--- src/hdl/assert_macros.svh ---
// Assertion macros for the event scheduler back end.
// Depends on nothing; expects signals named clock and reset in the using module.
`ifndef ASSERT_MACROS_SVH
`define ASSERT_MACROS_SVH

// Consequence must hold in the same cycle as the antecedent.
`define PES_ASSERT_SAME(label, ante, cons) \
   label: assert property (@(posedge clock) disable iff (reset) (ante) |-> (cons)) \
      else $error("pwm event scheduler: same-cycle check failed");

// Consequence must hold in the cycle after the antecedent.
`define PES_ASSERT_NEXT(label, ante, cons) \
   label: assert property (@(posedge clock) disable iff (reset) (ante) |=> (cons)) \
      else $error("pwm event scheduler: next-cycle check failed");

`endif

--- src/hdl/pes_pkg.sv ---
// Shared constants and types for the PWM event scheduler.
// Depends on nothing; used by every module of the block.
package pes_pkg;

   // Default counter width and fixed field widths.
   localparam int COUNT_BITS_DEFAULT = 16;
   localparam int VALUE_BITS         = 16;
   localparam int ID_BITS            = 4;

   // Nine events per period: three ADC samples, three low-side, three high-side edges.
   localparam int EVENT_COUNT = 9;
   localparam int PHASE_COUNT = 3;
   localparam int ADC_BASE    = 0;
   localparam int LOW_BASE    = 3;
   localparam int HIGH_BASE   = 6;
   localparam int STEP_BITS   = $clog2(EVENT_COUNT);

   // Depth of the queue between front and back.
   localparam int QUEUE_DEPTH = 2;

   // Register file.
   localparam int CSR_INDEX_BITS = 3;

   typedef enum logic [CSR_INDEX_BITS-1:0] {
      REG_PERIOD    = 3'd0,
      REG_MIN_WIDTH = 3'd1,
      REG_DEADTIME  = 3'd2,
      REG_ADC_OFF   = 3'd3,
      REG_ADC_CONV  = 3'd4
   } csr_index_type;

   localparam int PERIOD_RESET    = 2940;
   localparam int MIN_WIDTH_RESET = 4;
   localparam int DEADTIME_RESET  = 15;
   localparam int ADC_OFF_RESET   = 33;
   localparam int ADC_CONV_RESET  = 108;

endpackage

--- src/hdl/pwm_event_scheduler.sv ---
// A duty transaction passes the two front stages and the queue, is loaded into the
// sorter and takes nine sort passes before its first result; the nine results follow on
// consecutive cycles when pop is held. The single sorter loads a transaction, runs nine
// odd-even passes and emits its nine results before it loads the next one.
// Reset is synchronous and active high: registers take their defaults, the kept
// event order becomes 0 through 8, and the queue and the result register empty.
module pwm_event_scheduler #(
   parameter int COUNT_BITS = pes_pkg::COUNT_BITS_DEFAULT
) (
   input  logic                               clock,
   input  logic                               reset,
   input  logic                               csr_write_en,
   input  logic [pes_pkg::CSR_INDEX_BITS-1:0] csr_index,
   input  logic [COUNT_BITS-1:0]              csr_write_data,
   input  logic                               req_push,
   output logic                               req_full,
   input  logic [COUNT_BITS-1:0]              req_duty_a,
   input  logic [COUNT_BITS-1:0]              req_duty_b,
   input  logic [COUNT_BITS-1:0]              req_duty_c,
   output logic                               rsp_empty,
   input  logic                               rsp_pop,
   output logic [pes_pkg::ID_BITS-1:0]        rsp_event_id,
   output logic [pes_pkg::VALUE_BITS-1:0]     rsp_compare_value,
   output logic                               rsp_last_event
);
   import pes_pkg::*;

   localparam int WORD_BITS = EVENT_COUNT * COUNT_BITS;

   logic                 q_push;
   logic                 q_full;
   logic [WORD_BITS-1:0] q_push_data;
   logic                 q_pop;
   logic                 q_empty;
   logic [WORD_BITS-1:0] q_pop_data;

   // Front end: registers and compare value computation.
   pes_front #(
      .COUNT_BITS(COUNT_BITS)
   ) u_front (
      .clock          (clock),
      .reset          (reset),
      .csr_write_en   (csr_write_en),
      .csr_index      (csr_index),
      .csr_write_data (csr_write_data),
      .req_push       (req_push),
      .req_full       (req_full),
      .req_duty_a     (req_duty_a),
      .req_duty_b     (req_duty_b),
      .req_duty_c     (req_duty_c),
      .q_full         (q_full),
      .q_push         (q_push),
      .q_data         (q_push_data)
   );

   // Queue between the two halves.
   pes_queue #(
      .WIDTH(WORD_BITS),
      .DEPTH(QUEUE_DEPTH)
   ) u_queue (
      .clock     (clock),
      .reset     (reset),
      .push      (q_push),
      .push_data (q_push_data),
      .full      (q_full),
      .pop       (q_pop),
      .pop_data  (q_pop_data),
      .empty     (q_empty)
   );

   // Back end: sorter and result register.
   pes_back #(
      .COUNT_BITS(COUNT_BITS)
   ) u_back (
      .clock             (clock),
      .reset             (reset),
      .q_empty           (q_empty),
      .q_data            (q_pop_data),
      .q_pop             (q_pop),
      .rsp_pop           (rsp_pop),
      .rsp_empty         (rsp_empty),
      .rsp_event_id      (rsp_event_id),
      .rsp_compare_value (rsp_compare_value),
      .rsp_last_event    (rsp_last_event)
   );

endmodule

--- src/hdl/pes_front.sv ---
// Front end: holds the configuration registers, accepts duty transactions and
// computes the nine compare values in two register stages. Depends on pes_pkg.
module pes_front #(
   parameter int COUNT_BITS = pes_pkg::COUNT_BITS_DEFAULT
) (
   input  logic                                          clock,
   input  logic                                          reset,
   input  logic                                          csr_write_en,
   input  logic [pes_pkg::CSR_INDEX_BITS-1:0]            csr_index,
   input  logic [COUNT_BITS-1:0]                         csr_write_data,
   input  logic                                          req_push,
   output logic                                          req_full,
   input  logic [COUNT_BITS-1:0]                         req_duty_a,
   input  logic [COUNT_BITS-1:0]                         req_duty_b,
   input  logic [COUNT_BITS-1:0]                         req_duty_c,
   input  logic                                          q_full,
   output logic                                          q_push,
   output logic [pes_pkg::EVENT_COUNT*COUNT_BITS-1:0]    q_data
);
   import pes_pkg::*;

   // Signed working width: two extra bits of headroom and a sign bit.
   localparam int W = COUNT_BITS + 3;
   typedef logic signed [W-1:0] wide_type;

   function automatic wide_type widen(input logic [COUNT_BITS-1:0] x);
      return wide_type'(x);
   endfunction

   // Configuration registers.
   logic [COUNT_BITS-1:0] period_ff, period_in;
   logic [COUNT_BITS-1:0] min_width_ff, min_width_in;
   logic [COUNT_BITS-1:0] deadtime_ff, deadtime_in;
   logic [COUNT_BITS-1:0] adc_off_ff, adc_off_in;
   logic [COUNT_BITS-1:0] adc_conv_ff, adc_conv_in;

   // Stage A: captured duties.
   logic                  a_valid_ff, a_valid_in;
   logic [COUNT_BITS-1:0] duty_ff [PHASE_COUNT];
   logic [COUNT_BITS-1:0] duty_in [PHASE_COUNT];

   // Stage B: raw sums before clamping and snapping.
   logic     b_valid_ff, b_valid_in;
   wide_type adc_raw_ff  [PHASE_COUNT];
   wide_type adc_raw_in  [PHASE_COUNT];
   wide_type low_raw_ff  [PHASE_COUNT];
   wide_type low_raw_in  [PHASE_COUNT];
   wide_type high_raw_ff [PHASE_COUNT];
   wide_type high_raw_in [PHASE_COUNT];
   wide_type limit_ff, limit_in;
   wide_type per_ff, per_in;
   wide_type minw_ff, minw_in;

   logic     req_accept;
   logic     a_move;
   logic     b_move;
   wide_type p_w, mw_w, dt_w, off_w, conv_w, duty_w;

   // Pipeline handshake: stage B drains into the queue, stage A into stage B.
   assign b_move     = b_valid_ff && !q_full;
   assign a_move     = a_valid_ff && (!b_valid_ff || b_move);
   assign req_full   = a_valid_ff && !a_move;
   assign req_accept = req_push && !req_full;
   assign q_push     = b_move;

   // Register writes; an index beyond the register list is ignored.
   always_comb begin
      period_in    = period_ff;
      min_width_in = min_width_ff;
      deadtime_in  = deadtime_ff;
      adc_off_in   = adc_off_ff;
      adc_conv_in  = adc_conv_ff;
      if (csr_write_en) begin
         case (csr_index_type'(csr_index))
            REG_PERIOD:    period_in    = csr_write_data;
            REG_MIN_WIDTH: min_width_in = csr_write_data;
            REG_DEADTIME:  deadtime_in  = csr_write_data;
            REG_ADC_OFF:   adc_off_in   = csr_write_data;
            REG_ADC_CONV:  adc_conv_in  = csr_write_data;
            default: ;
         endcase
      end
   end

   // Stage A capture.
   always_comb begin
      a_valid_in = (a_valid_ff && !a_move) || req_accept;
      duty_in    = duty_ff;
      if (req_accept) begin
         duty_in[0] = req_duty_a;
         duty_in[1] = req_duty_b;
         duty_in[2] = req_duty_c;
      end
   end

   // Stage A to B: form the ADC sums, the low-side sums, the high-side edges and the snap limit.
   always_comb begin
      p_w    = widen(period_ff);
      mw_w   = widen(min_width_ff);
      dt_w   = widen(deadtime_ff);
      off_w  = widen(adc_off_ff);
      conv_w = widen(adc_conv_ff);
      duty_w = '0;

      b_valid_in  = (b_valid_ff && !b_move) || a_move;
      adc_raw_in  = adc_raw_ff;
      low_raw_in  = low_raw_ff;
      high_raw_in = high_raw_ff;
      limit_in    = limit_ff;
      per_in      = per_ff;
      minw_in     = minw_ff;
      if (a_move) begin
         adc_raw_in[0] = p_w - off_w;
         adc_raw_in[1] = p_w + off_w - conv_w;
         adc_raw_in[2] = p_w + off_w - conv_w - conv_w;
         for (int k = 0; k < PHASE_COUNT; k++) begin
            duty_w         = widen(duty_ff[k]);
            low_raw_in[k]  = (duty_w < mw_w) ? wide_type'(0) : duty_w + dt_w;
            high_raw_in[k] = duty_w;
         end
         limit_in = p_w - mw_w;
         per_in   = p_w;
         minw_in  = mw_w;
      end
   end

   // Stage B output: clamp the ADC points and snap the edges, then pack.
   always_comb begin
      q_data = '0;
      for (int k = 0; k < PHASE_COUNT; k++) begin
         // ADC samples saturate to the range zero to period.
         if (adc_raw_ff[k] < 0) begin
            q_data[(ADC_BASE + k)*COUNT_BITS +: COUNT_BITS] = '0;
         end else if (adc_raw_ff[k] > per_ff) begin
            q_data[(ADC_BASE + k)*COUNT_BITS +: COUNT_BITS] = COUNT_BITS'(per_ff);
         end else begin
            q_data[(ADC_BASE + k)*COUNT_BITS +: COUNT_BITS] = COUNT_BITS'(adc_raw_ff[k]);
         end

         // Low-side edges snap to zero or to the period near the ends.
         if (low_raw_ff[k] < minw_ff) begin
            q_data[(LOW_BASE + k)*COUNT_BITS +: COUNT_BITS] = '0;
         end else if (low_raw_ff[k] > limit_ff) begin
            q_data[(LOW_BASE + k)*COUNT_BITS +: COUNT_BITS] = COUNT_BITS'(per_ff);
         end else begin
            q_data[(LOW_BASE + k)*COUNT_BITS +: COUNT_BITS] = COUNT_BITS'(low_raw_ff[k]);
         end

         // High-side edges snap the same way.
         if (high_raw_ff[k] < minw_ff) begin
            q_data[(HIGH_BASE + k)*COUNT_BITS +: COUNT_BITS] = '0;
         end else if (high_raw_ff[k] > limit_ff) begin
            q_data[(HIGH_BASE + k)*COUNT_BITS +: COUNT_BITS] = COUNT_BITS'(per_ff);
         end else begin
            q_data[(HIGH_BASE + k)*COUNT_BITS +: COUNT_BITS] = COUNT_BITS'(high_raw_ff[k]);
         end
      end
   end

   // Registers.
   always_ff @(posedge clock) begin
      if (reset) begin
         period_ff    <= COUNT_BITS'(PERIOD_RESET);
         min_width_ff <= COUNT_BITS'(MIN_WIDTH_RESET);
         deadtime_ff  <= COUNT_BITS'(DEADTIME_RESET);
         adc_off_ff   <= COUNT_BITS'(ADC_OFF_RESET);
         adc_conv_ff  <= COUNT_BITS'(ADC_CONV_RESET);
         a_valid_ff   <= 1'b0;
         b_valid_ff   <= 1'b0;
      end else begin
         period_ff    <= period_in;
         min_width_ff <= min_width_in;
         deadtime_ff  <= deadtime_in;
         adc_off_ff   <= adc_off_in;
         adc_conv_ff  <= adc_conv_in;
         a_valid_ff   <= a_valid_in;
         b_valid_ff   <= b_valid_in;
      end
      duty_ff     <= duty_in;
      adc_raw_ff  <= adc_raw_in;
      low_raw_ff  <= low_raw_in;
      high_raw_ff <= high_raw_in;
      limit_ff    <= limit_in;
      per_ff      <= per_in;
      minw_ff     <= minw_in;
   end

endmodule

--- src/hdl/pes_queue.sv ---
// Short first-in first-out queue that decouples the front end from the sorter.
// Depends on pes_pkg for its default width and depth.
module pes_queue #(
   parameter int WIDTH = pes_pkg::EVENT_COUNT * pes_pkg::COUNT_BITS_DEFAULT,
   parameter int DEPTH = pes_pkg::QUEUE_DEPTH
) (
   input  logic             clock,
   input  logic             reset,
   input  logic             push,
   input  logic [WIDTH-1:0] push_data,
   output logic             full,
   input  logic             pop,
   output logic [WIDTH-1:0] pop_data,
   output logic             empty
);
   import pes_pkg::*;

   localparam int PTR_BITS   = (DEPTH > 1) ? $clog2(DEPTH) : 1;
   localparam int COUNT_W    = $clog2(DEPTH + 1);

   logic [WIDTH-1:0]    entry_ff [DEPTH];
   logic [PTR_BITS-1:0] wr_ptr_ff, wr_ptr_in;
   logic [PTR_BITS-1:0] rd_ptr_ff, rd_ptr_in;
   logic [COUNT_W-1:0]  count_ff, count_in;
   logic                do_push;
   logic                do_pop;

   assign full     = (count_ff == COUNT_W'(DEPTH));
   assign empty    = (count_ff == '0);
   assign pop_data = entry_ff[rd_ptr_ff];
   assign do_push  = push && !full;
   assign do_pop   = pop && !empty;

   // Pointer and fill count update.
   always_comb begin
      wr_ptr_in = wr_ptr_ff;
      rd_ptr_in = rd_ptr_ff;
      count_in  = count_ff;
      if (do_push) begin
         wr_ptr_in = (wr_ptr_ff == PTR_BITS'(DEPTH - 1)) ? '0 : wr_ptr_ff + 1'b1;
      end
      if (do_pop) begin
         rd_ptr_in = (rd_ptr_ff == PTR_BITS'(DEPTH - 1)) ? '0 : rd_ptr_ff + 1'b1;
      end
      if (do_push && !do_pop) begin
         count_in = count_ff + 1'b1;
      end else if (do_pop && !do_push) begin
         count_in = count_ff - 1'b1;
      end
   end

   always_ff @(posedge clock) begin
      if (reset) begin
         wr_ptr_ff <= '0;
         rd_ptr_ff <= '0;
         count_ff  <= '0;
      end else begin
         wr_ptr_ff <= wr_ptr_in;
         rd_ptr_ff <= rd_ptr_in;
         count_ff  <= count_in;
      end
      if (do_push) begin
         entry_ff[wr_ptr_ff] <= push_data;
      end
   end

endmodule

--- src/hdl/pes_back.sv ---
// Back end: stable descending sort of the nine events from the kept order, then one
// result per cycle while the slot is free. Depends on pes_pkg and assert_macros.svh.
`include "assert_macros.svh"

module pes_back #(
   parameter int COUNT_BITS = pes_pkg::COUNT_BITS_DEFAULT
) (
   input  logic                                       clock,
   input  logic                                       reset,
   input  logic                                       q_empty,
   input  logic [pes_pkg::EVENT_COUNT*COUNT_BITS-1:0] q_data,
   output logic                                       q_pop,
   input  logic                                       rsp_pop,
   output logic                                       rsp_empty,
   output logic [pes_pkg::ID_BITS-1:0]                rsp_event_id,
   output logic [pes_pkg::VALUE_BITS-1:0]             rsp_compare_value,
   output logic                                       rsp_last_event
);
   import pes_pkg::*;

   localparam logic [STEP_BITS-1:0] LAST_STEP = STEP_BITS'(EVENT_COUNT - 1);

   typedef enum logic [1:0] {
      ST_IDLE,
      ST_SORT,
      ST_EMIT
   } state_type;

   function automatic logic [COUNT_BITS-1:0] pick(
      input logic [EVENT_COUNT*COUNT_BITS-1:0] word,
      input logic [ID_BITS-1:0]                id
   );
      logic [COUNT_BITS-1:0] res;
      res = '0;
      for (int j = 0; j < EVENT_COUNT; j++) begin
         if (id == ID_BITS'(j)) begin
            res = word[j*COUNT_BITS +: COUNT_BITS];
         end
      end
      return res;
   endfunction

   state_type             state_ff, state_in;
   logic [STEP_BITS-1:0]  step_ff, step_in;
   // Lane ids hold the kept event order; lane values travel with them.
   logic [ID_BITS-1:0]    id_ff  [EVENT_COUNT];
   logic [ID_BITS-1:0]    id_in  [EVENT_COUNT];
   logic [COUNT_BITS-1:0] val_ff [EVENT_COUNT];
   logic [COUNT_BITS-1:0] val_in [EVENT_COUNT];
   logic                  rsp_valid_ff, rsp_valid_in;
   logic [ID_BITS-1:0]    rsp_id_ff, rsp_id_in;
   logic [VALUE_BITS-1:0] rsp_val_ff, rsp_val_in;
   logic                  rsp_last_ff, rsp_last_in;
   logic                  slot_free;
   logic                  rsp_load;
   logic [EVENT_COUNT-1:0] id_mask;
   logic                  lanes_sorted;

   assign rsp_empty         = !rsp_valid_ff;
   assign rsp_event_id      = rsp_id_ff;
   assign rsp_compare_value = rsp_val_ff;
   assign rsp_last_event    = rsp_last_ff;

   assign slot_free = !rsp_valid_ff || rsp_pop;
   assign q_pop     = (state_ff == ST_IDLE) && !q_empty;
   assign rsp_load  = (state_ff == ST_EMIT) && slot_free;

   // Sequencer: load from the queue, odd-even transposition passes, then emit.
   always_comb begin
      state_in     = state_ff;
      step_in      = step_ff;
      id_in        = id_ff;
      val_in       = val_ff;
      rsp_valid_in = rsp_valid_ff && !rsp_pop;
      rsp_id_in    = rsp_id_ff;
      rsp_val_in   = rsp_val_ff;
      rsp_last_in  = rsp_last_ff;

      case (state_ff)
         ST_IDLE: begin
            if (q_pop) begin
               for (int i = 0; i < EVENT_COUNT; i++) begin
                  val_in[i] = pick(q_data, id_ff[i]);
               end
               step_in  = '0;
               state_in = ST_SORT;
            end
         end
         ST_SORT: begin
            // Disjoint neighbour pairs; a swap only on a strict less keeps ties stable.
            for (int i = 0; i < EVENT_COUNT - 1; i++) begin
               if ((i % 2) == int'(step_ff[0]) && (val_ff[i] < val_ff[i+1])) begin
                  id_in[i]    = id_ff[i+1];
                  id_in[i+1]  = id_ff[i];
                  val_in[i]   = val_ff[i+1];
                  val_in[i+1] = val_ff[i];
               end
            end
            if (step_ff == LAST_STEP) begin
               step_in  = '0;
               state_in = ST_EMIT;
            end else begin
               step_in = step_ff + 1'b1;
            end
         end
         ST_EMIT: begin
            // Emit lane 0 and rotate, so nine rotations restore the kept order.
            if (slot_free) begin
               rsp_valid_in = 1'b1;
               rsp_id_in    = id_ff[0];
               rsp_val_in   = VALUE_BITS'(val_ff[0]);
               rsp_last_in  = (step_ff == LAST_STEP);
               for (int i = 0; i < EVENT_COUNT - 1; i++) begin
                  id_in[i]  = id_ff[i+1];
                  val_in[i] = val_ff[i+1];
               end
               id_in[EVENT_COUNT-1]  = id_ff[0];
               val_in[EVENT_COUNT-1] = val_ff[0];
               if (step_ff == LAST_STEP) begin
                  step_in  = '0;
                  state_in = ST_IDLE;
               end else begin
                  step_in = step_ff + 1'b1;
               end
            end
         end
         default: begin
            state_in = ST_IDLE;
         end
      endcase
   end

   // State, kept order and the result register.
   always_ff @(posedge clock) begin
      if (reset) begin
         state_ff     <= ST_IDLE;
         step_ff      <= '0;
         rsp_valid_ff <= 1'b0;
         for (int i = 0; i < EVENT_COUNT; i++) begin
            id_ff[i] <= ID_BITS'(i);
         end
      end else begin
         state_ff     <= state_in;
         step_ff      <= step_in;
         rsp_valid_ff <= rsp_valid_in;
         id_ff        <= id_in;
      end
      val_ff      <= val_in;
      rsp_id_ff   <= rsp_id_in;
      rsp_val_ff  <= rsp_val_in;
      rsp_last_ff <= rsp_last_in;
   end

   // Checks on the kept order and the sort result.
   always_comb begin
      id_mask      = '0;
      lanes_sorted = 1'b1;
      for (int i = 0; i < EVENT_COUNT; i++) begin
         id_mask[id_ff[i]] = 1'b1;
      end
      for (int i = 0; i < EVENT_COUNT - 1; i++) begin
         if (val_ff[i] < val_ff[i+1]) begin
            lanes_sorted = 1'b0;
         end
      end
   end

   `PES_ASSERT_SAME(a_order_is_permutation, 1'b1, id_mask == '1)
   `PES_ASSERT_SAME(a_sorted_before_emit, (state_ff == ST_EMIT) && (step_ff == '0), lanes_sorted)
   `PES_ASSERT_NEXT(a_last_returns_idle, rsp_load && (step_ff == LAST_STEP), state_ff == ST_IDLE)
   `PES_ASSERT_NEXT(a_pop_starts_sort, q_pop, (state_ff == ST_SORT) && (step_ff == '0))

endmodule

--- config.mk ---
export PLATFORM = sky130hd
export DESIGN_NAME = pwm_event_scheduler
export DESIGN_NICKNAME = d
export VERILOG_FILES = /design/src/hdl/pes_pkg.sv /design/src/hdl/pwm_event_scheduler.sv /design/src/hdl/pes_front.sv /design/src/hdl/pes_queue.sv /design/src/hdl/pes_back.sv
export VERILOG_INCLUDE_DIRS = /design/src /design/src/hdl
export SDC_FILE = /design/constraint.sdc
export NUM_CORES = 2
export LEC_CHECK = 0
export BUFFER_PORTS_ARGS = -buffer_cell sky130_fd_sc_hd__buf_2
export CORE_ASPECT_RATIO = 1.4
export CORE_MARGIN = 2
export CORE_UTILIZATION = 40
export CTS_CLUSTER_SIZE = 40
export DETAILED_ROUTE_END_ITERATION = 6
export SLEW_MARGIN = 20
export SYNTH_ARGS = -nofsm -noshare
export SYNTH_HDL_FRONTEND = slang
export SYNTH_SLANG_ARGS = --single-unit
--- constraint.sdc ---
create_clock -name clock -period 18.57 [get_ports clock]
set_input_delay 1.857 -clock clock [delete_from_list [all_inputs] [get_ports clock]]
set_output_delay 1.857 -clock clock [all_outputs]
set_load 0.1 [all_outputs]
=== Yosys cells after proc, flatten, opt, wreduce, memory -nomap -nowiden ===
Memory sizes are Yosys's and may differ from the RTL's. A register that Yosys moved wholly into a read port is not among the register bits.
Cells that the tools add are included.

* Multiplexer cells: 141
* Reduce and logical (&&, ||, !) cells: 74
* $add $sub $neg: 13
* Bitwise gates (word level): 1
* Magnitude comparators: 29
* Eq/ne operators: 93

{| class="wikitable"
|+ Operators with widths
! operator !! count
|-
| 16-bit two-way mux || 99
|-
| 144-bit case mux with 3 select lines || 1
|-
| 144-bit two-way mux || 2
|-
| 32-bit two-way mux || 9
|-
| 16-bit < comparator || 14
|-
| 4-bit by 3-bit == test with 1-bit output (second input constant) || 36
|-
| 4-bit by 2-bit == test with 1-bit output (second input constant) || 18
|-
| 8-bit two-way mux || 9
|-
| 36-bit case mux with 2 select lines || 1
|-
| 16-bit by 16-bit adder with 17-bit output || 4
|-
| 17-bit by 19-bit > comparator with 1-bit output || 3
|-
| 19-bit > comparator || 3
|-
| 19-bit by 17-bit < comparator with 1-bit output || 3
|-
| 4-bit == test (second input constant) || 10
|-
| 4-bit AND reduction || 10
|-
| 19-bit by 17-bit > comparator with 1-bit output || 2
|-
| 19-bit by 1-bit < comparator with 1-bit output (second input constant) || 2
|-
| 19-bit by 17-bit subtractor with 19-bit output || 2
|-
| 4-bit by 1-bit == test with 1-bit output (second input constant) || 9
|-
| 4-bit logical NOT || 9
|-
| 36-bit two-way mux || 1
|-
| 16-bit by 16-bit subtractor with 17-bit output || 2
|-
| 3-bit AND reduction || 10
|-
| 3-bit by 1-bit != test with 1-bit output (second input constant) || 7
|-
| other kinds (27) || 85
|}

* Memories: 1
* Memory bits (writable): 288
* Register bits after elaboration: 553

{| class="wikitable"
|+ Memory list
! memory !! depth !! bits a word !! read ports !! clocked after Yosys merged registers in !! wr ports !! RTL line !! text
|-
| u_queue.entry_ff || 2 || 144 || 1 || 1 || 1 || pes_queue.sv:21 || <nowiki>logic [WIDTH-1:0] entry_ff [DEPTH];</nowiki>
|}

=== Depth between registers and ports, before layout ===
* Depth after elaboration: 12
* Mapped depth: 25
* Depth with buffers taken out: 25

=== Modules after synthesis ===
Synthesis repeated with hierarchy kept, for this count alone.

* Cells, all modules: 5,902
* Area total of the unflattened synthesis: 59,037.9 sq um

{| class="wikitable"
|+ Modules (own cells, without submodules)
! module !! area an instance (sq um) !! times used !! cells each
|-
| pes_front || 26,067.5 || 1 || 2,777
|-
| pes_back || 22,127.5 || 1 || 2,652
|-
| pes_queue || 10,842.9 || 1 || 473
|}

=== Worst setup path after synthesis ===
Ideal clock, no wire load.

* Kind: register -> register
* Start point: register u_queue.count_ff[0]
* End point: register u_front.adc_raw_ff[0] in the netlist's numbering (enable)
* Data arrival time: 9.466 ns
* Period minus slack after synthesis: 10.258 ns
* Slack: 8.312 ns
* Buffers on the path: 0
* Required time: 17.778 ns
* Stages on the path, launching flop included: 4
* Setup time: 0.792 ns
* Cell sequence: dfxtp_1 > nand2b_1 > nor2_1 > nor2b_1

* Word-level cells in the longest chain between the ends: 5

{| class="wikitable"
|+ Ends and longest elaborated chain
! item !! RTL line !! text
|-
| start, declared || pes_queue.sv:24 || <nowiki>logic [COUNT_W-1:0] count_ff, count_in;</nowiki>
|-
| start signal, assigned || pes_queue.sv:60 || <nowiki>count_ff <= count_in;</nowiki>
|-
| 2-bit == test || pes_queue.sv:28 || <nowiki>assign full = (count_ff == COUNT_W'(DEPTH));</nowiki>
|-
| 1-bit logical NOT || pes_front.sv:60 || <nowiki>assign b_move = b_valid_ff && !q_full;</nowiki>
|-
| 1-bit logical AND || pes_front.sv:60 ||
|-
| 1-bit logical OR || pes_front.sv:61 || <nowiki>assign a_move = a_valid_ff && (!b_valid_ff || b_move);</nowiki>
|-
| 1-bit logical AND || pes_front.sv:61 ||
|-
| named net u_front.a_move || pes_front.sv:55 || <nowiki>logic a_move;</nowiki>
|-
| end signal, assigned || pes_front.sv:180 || <nowiki>adc_raw_ff <= adc_raw_in;</nowiki>
|-
| end, declared || pes_front.sv:44 || <nowiki>wide_type adc_raw_ff [PHASE_COUNT];</nowiki>
|}

The timed path passes the listed nets, and every way through them passes these cells.
A chain may end at the register's enable or synchronous reset.

=== Worst setup path after layout ===
* Start point: register u_front.adc_off_ff[1]
* End point: register u_front.adc_raw_ff[18] in the netlist's numbering (data pin)

* Word-level cells in the longest chain between the ends: 3

{| class="wikitable"
|+ Ends and longest elaborated chain
! item !! RTL line !! text
|-
| start, declared || pes_front.sv:34 || <nowiki>logic [COUNT_BITS-1:0] adc_off_ff, adc_off_in;</nowiki>
|-
| start signal, assigned || pes_front.sv:166 || <nowiki>adc_off_ff <= COUNT_BITS'(ADC_OFF_RESET);</nowiki>
|-
| start signal, assigned || pes_front.sv:174 || <nowiki>adc_off_ff <= adc_off_in;</nowiki>
|-
| 16-bit by 16-bit adder with 17-bit output || pes_front.sv:115 || <nowiki>adc_raw_in[2] = p_w + off_w - conv_w - conv_w;</nowiki>
|-
| 19-bit by 17-bit subtractor with 19-bit output (2 in series) || pes_front.sv:115 ||
|}

No other way between the ends.

==> impl_metrics.json <==
{
  "pwr_density_cell_nw_per_um2": 156.2,
  "cts_buffers": 86,
  "leakage_uw": 0.02410,
  "multiInputGateArea_um2": 31330,
  "holdCritPathClass": "reg2reg",
  "crit_top_cell": "a21oi_1",
  "fillers": 13590,
  "slowest_delay_ns": 0.41,
  "status": "finished, violations left",
  "failed_checks": "design-rule violations",
  "cts_tree": "yes",
  "ant_nets": 0,
  "cts_root_buffer": "clkbuf_16",
  "rr_worst_depth": 23,
  "crit_chain": "inv_1, ha_1, nor2b_1, o21bai_1, a21oi_1, o21a_1, or2_2, nor2b_1, xnor2_1, ha_1, a21o_1, a21oi_1, nor2b_1, o21ai_0, a21oi_1, a21oi_1, xor2_1, ha_1, nand2_1, o311ai_0, nand2_1, nor3b_1, or3_1",
  "nets": 6392,
  "wl_per_cell_um": 35.07,
  "route.detailed.drc": 4,
  "grt_max_degree": 76,
  "cts_buffer_depth": 3,
  "post_cts_buffers": 0,
  "cts_resized": 0,
  "placed_cells_incl_taps": 7593,
  "grt_overflow": 0,
  "wl_mm": 272.1,
  "achievable-frequency_mhz": 188.2,
  "finalMaxSlewViolations": 0,
  "tns_ns": 0,
  "critPathLaunchType": "register",
  "timing.final.crit_share": 0.2862,
  "htreeDepth": 3,
  "rr_startpoint": "u_front.adc_off_ff[1]$_SDFFE_PP0P_",
  "synth_top_flop_cell": "edfxtp_1",
  "drive_gt1_frac": 0.1162,
  "required_ns": 19.06,
  "cts.sinks": 833,
  "dieArea_um2": 145900,
  "hpwl_mm": 213.7,
  "cts-hold-fix-buffers": 0,
  "clkLatencyLatePin_ns": 0.76,
  "critical_path.max_fanout": 6,
  "synth_cells": 5750,
  "synth_nets": 6370,
  "ios": 95,
  "async_flop_share": 0,
  "rows": 164,
  "first_pass_iters": 7,
  "maxCapViolations": 0,
  "timing.rr.end": "u_front.adc_raw_ff[18]$_DFFE_PP_",
  "io_buffers": 94,
  "tightest_slew_ns": 1.275,
  "synth-seq-cells": 833,
  "yosysWarnings": 0,
  "crit_cells": 23,
  "critPathBufInv": 1,
  "startpoint": "u_front.adc_off_ff[1]$_SDFFE_PP0P_",
  "relSlewSlack": 0.1479,
  "yosysUniqueCellTypes": 84,
  "setup_violations": 0,
  "worstSetupPathType": "reg2reg",
  "vias_per_cell": 6.453,
  "final_hold_viol_count": 0,
  "finalClockSkew_ns": 0.03189,
  "path_delay_family": "compound AO/OA/AOI/OAI gates",
  "register_area_um2": 23720,
  "slowest_stage": "dfxtp_1",
  "min_period_ns": 5.314,
  "vias": 50070,
  "grt_usage": 0.3678,
  "fp.dieW_um": 323.4,
  "crit_end": "u_front.adc_raw_ff[18]$_DFFE_PP_",
  "grt_pass1_wl_mm": 377.5,
  "cp-end-kind": "register",
  "synthesis.area_um2": 57120,
  "grt_pass1_vias": 48700,
  "peakVddDrop_v": 0.00008912,
  "layout.cells.non_filler": 7759,
  "synth_edf_count": 703,
  "drtIter0Drc": 6355,
  "synth_seq_area_share": 0.4151,
  "syn2layout_area_growth_pct": 10.55,
  "antenna_found_initial": 4,
  "reg2reg_slack_ns": 13.26,
  "die-height_um": 451.1,
  "rsz0062_at_grt": "false",
  "start_util": 0.4017,
  "gp_congestion": 1.041,
  "clk_pin_slew_worst_paths_ns": 0.07,
  "avgSynthCellArea_um2": 9.934,
  "core_um2": 142200,
  "crit_arrival_ns": 5.80
}
-- synthesized netlist by cell type (61+ instances only) --
master	count	share of area
edfxtp_1	703	0.37
ha_1	540	0.12
nor2_1	534	0.035
a21oi_1	482	0.042
nand2_1	452	0.030
inv_1	302	0.020
clkbuf_1	264	0.017
o21ai_0	256	0.022
mux2i_1	239	0.042
mux2_2	143	0.028
o22ai_1	131	0.014
dfxtp_1	130	0.046
a21o_1	116	0.015
a221oi_1	98	0.015
nand3_1	94	0.0082
nor3_1	94	0.0082
a222oi_1	84	0.015
a211oi_1	81	0.011
nor2b_1	73	0.0080
xnor2_1	64	0.0098
nand2b_1	61	0.0067
-- registers in the layout (all words and copies together), names as in the netlist, 4 cells and up, named ones only --
| register | count |
|---|---|
| u_front.adc_raw_ff | 54 |
| u_back.id_ff | 36 |
| u_front.duty_ff | 48 |
| u_queue.entry_ff | 288 |
| u_front.limit_ff | 17 |
| u_front.high_raw_ff | 48 |
| u_front.min_width_ff | 16 |
| u_back.val_ff | 144 |
| u_front.minw_ff | 16 |
| u_front.low_raw_ff | 51 |
| u_back.rsp_event_id | 4 |
| u_front.deadtime_ff | 16 |
| u_front.per_ff | 16 |
| u_back.step_ff | 4 |
| u_front.period_ff | 16 |
| u_front.adc_off_ff | 16 |
| u_back.rsp_compare_value | 16 |
| u_front.adc_conv_ff | 16 |
-- where the power goes --
group | internal, µW | total, µW | switching (µW) | leakage (µW)
sequential | 2570 | 3050 | 482 | 0.00766
combinational | 1560 | 4990 | 3430 | 0.0151
clock | 987 | 1820 | 832 | 0.00139
total | 5120 | 9870 | 4740 | 0.0241
-- area by class of cell --
cell class	instances	area share
diodes	6	0.0002378
clock buffers	102	0.03584
clock inverters	58	0.009867
multi-input cells	4294	0.4961
well taps	1909	0.03783
repair buffers	252	0.02627
flip-flops and latches	833	0.3757
inverters	305	0.01817
-- per-layer routing --
metal	part of all wire	vias to the layer above	global-route usage
li1	-	22020	-
met1	0.35	24430	0.4028
met2	0.48	2649	0.6200
met3	0.061	972	0.05340
met4	0.11	2	0.3207
met5	0.000048	-	0
-- cell families after synthesis --
| family | after synthesis | synth area share |
|---|---|---|
| compound gates | 1711 | 0.2010 |
| xor+xnor | 102 | 0.01564 |
| fa+ha+maj | 548 | 0.1211 |
| buf+inv | 623 | 0.04166 |
| flops | 833 | 0.4151 |
| mux | 423 | 0.08604 |
| simple gates | 1510 | 0.1194 |
-- layout by cell type (no fill, tap or decap), types with 40 or more instances in the layout --
cell and instances:
o22ai_1 129, a221oi_1 98, o211ai_1 56, nand2b_1 61, o21a_1 46, a31oi_1 55, nand4_1 56, inv_1 301
o221ai_1 48, buf_4 159, nand2_1 452, mux4_2 40, nor2_1 521, nor3_1 88, edfxtp_1 703, a222oi_1 84
a21o_1 116, a211oi_1 78, nor2b_1 71, mux2i_1 235, o21ai_0 255, a21oi_1 478, ha_1 538, clkbuf_16 87
buf_2 93, nand3_1 94, mux2_2 143, dfxtp_1 125, xnor2_1 64
-- per-stage QoR --
step                      instance area [µm²]  power [µW]  utilization  hold WS (ns)  setup slack (ns)
after floorplan                         57120        5644            -        0.4064             8.312
after global placement                  60210        7816       0.4234        0.4375             13.23
after detailed placement                60220        7833       0.4235        0.4397             13.28
after CTS                               63110        9666       0.4438        0.4558             13.27
after global routing                    63130       10160       0.4440        0.4779             12.79
final                                   63150        9865       0.4441        0.4524             13.26
-- worst min-delay path by stage --
stage	from	cells after the start	end
final	u_front.min_width_ff[9]$_SDFFE_PP0P_	0	u_front.minw_ff[9]$_DFFE_PP_
after global routing	u_front.adc_conv_ff[14]$_SDFFE_PP0P_	2	u_front.adc_conv_ff[14]$_SDFFE_PP0P_
after CTS	u_front.min_width_ff[9]$_SDFFE_PP0P_	0	u_front.minw_ff[9]$_DFFE_PP_
after detailed placement	u_front.min_width_ff[15]$_SDFFE_PP0P_	0	u_front.minw_ff[15]$_DFFE_PP_
after global placement	u_front.min_width_ff[15]$_SDFFE_PP0P_	0	u_front.minw_ff[15]$_DFFE_PP_
after floorplan	u_back.id_ff[33]$_SDFFE_PP0P_	0	u_back.rsp_event_id[1]$_DFFE_PP_
Power figures use the tool's default switching activity.
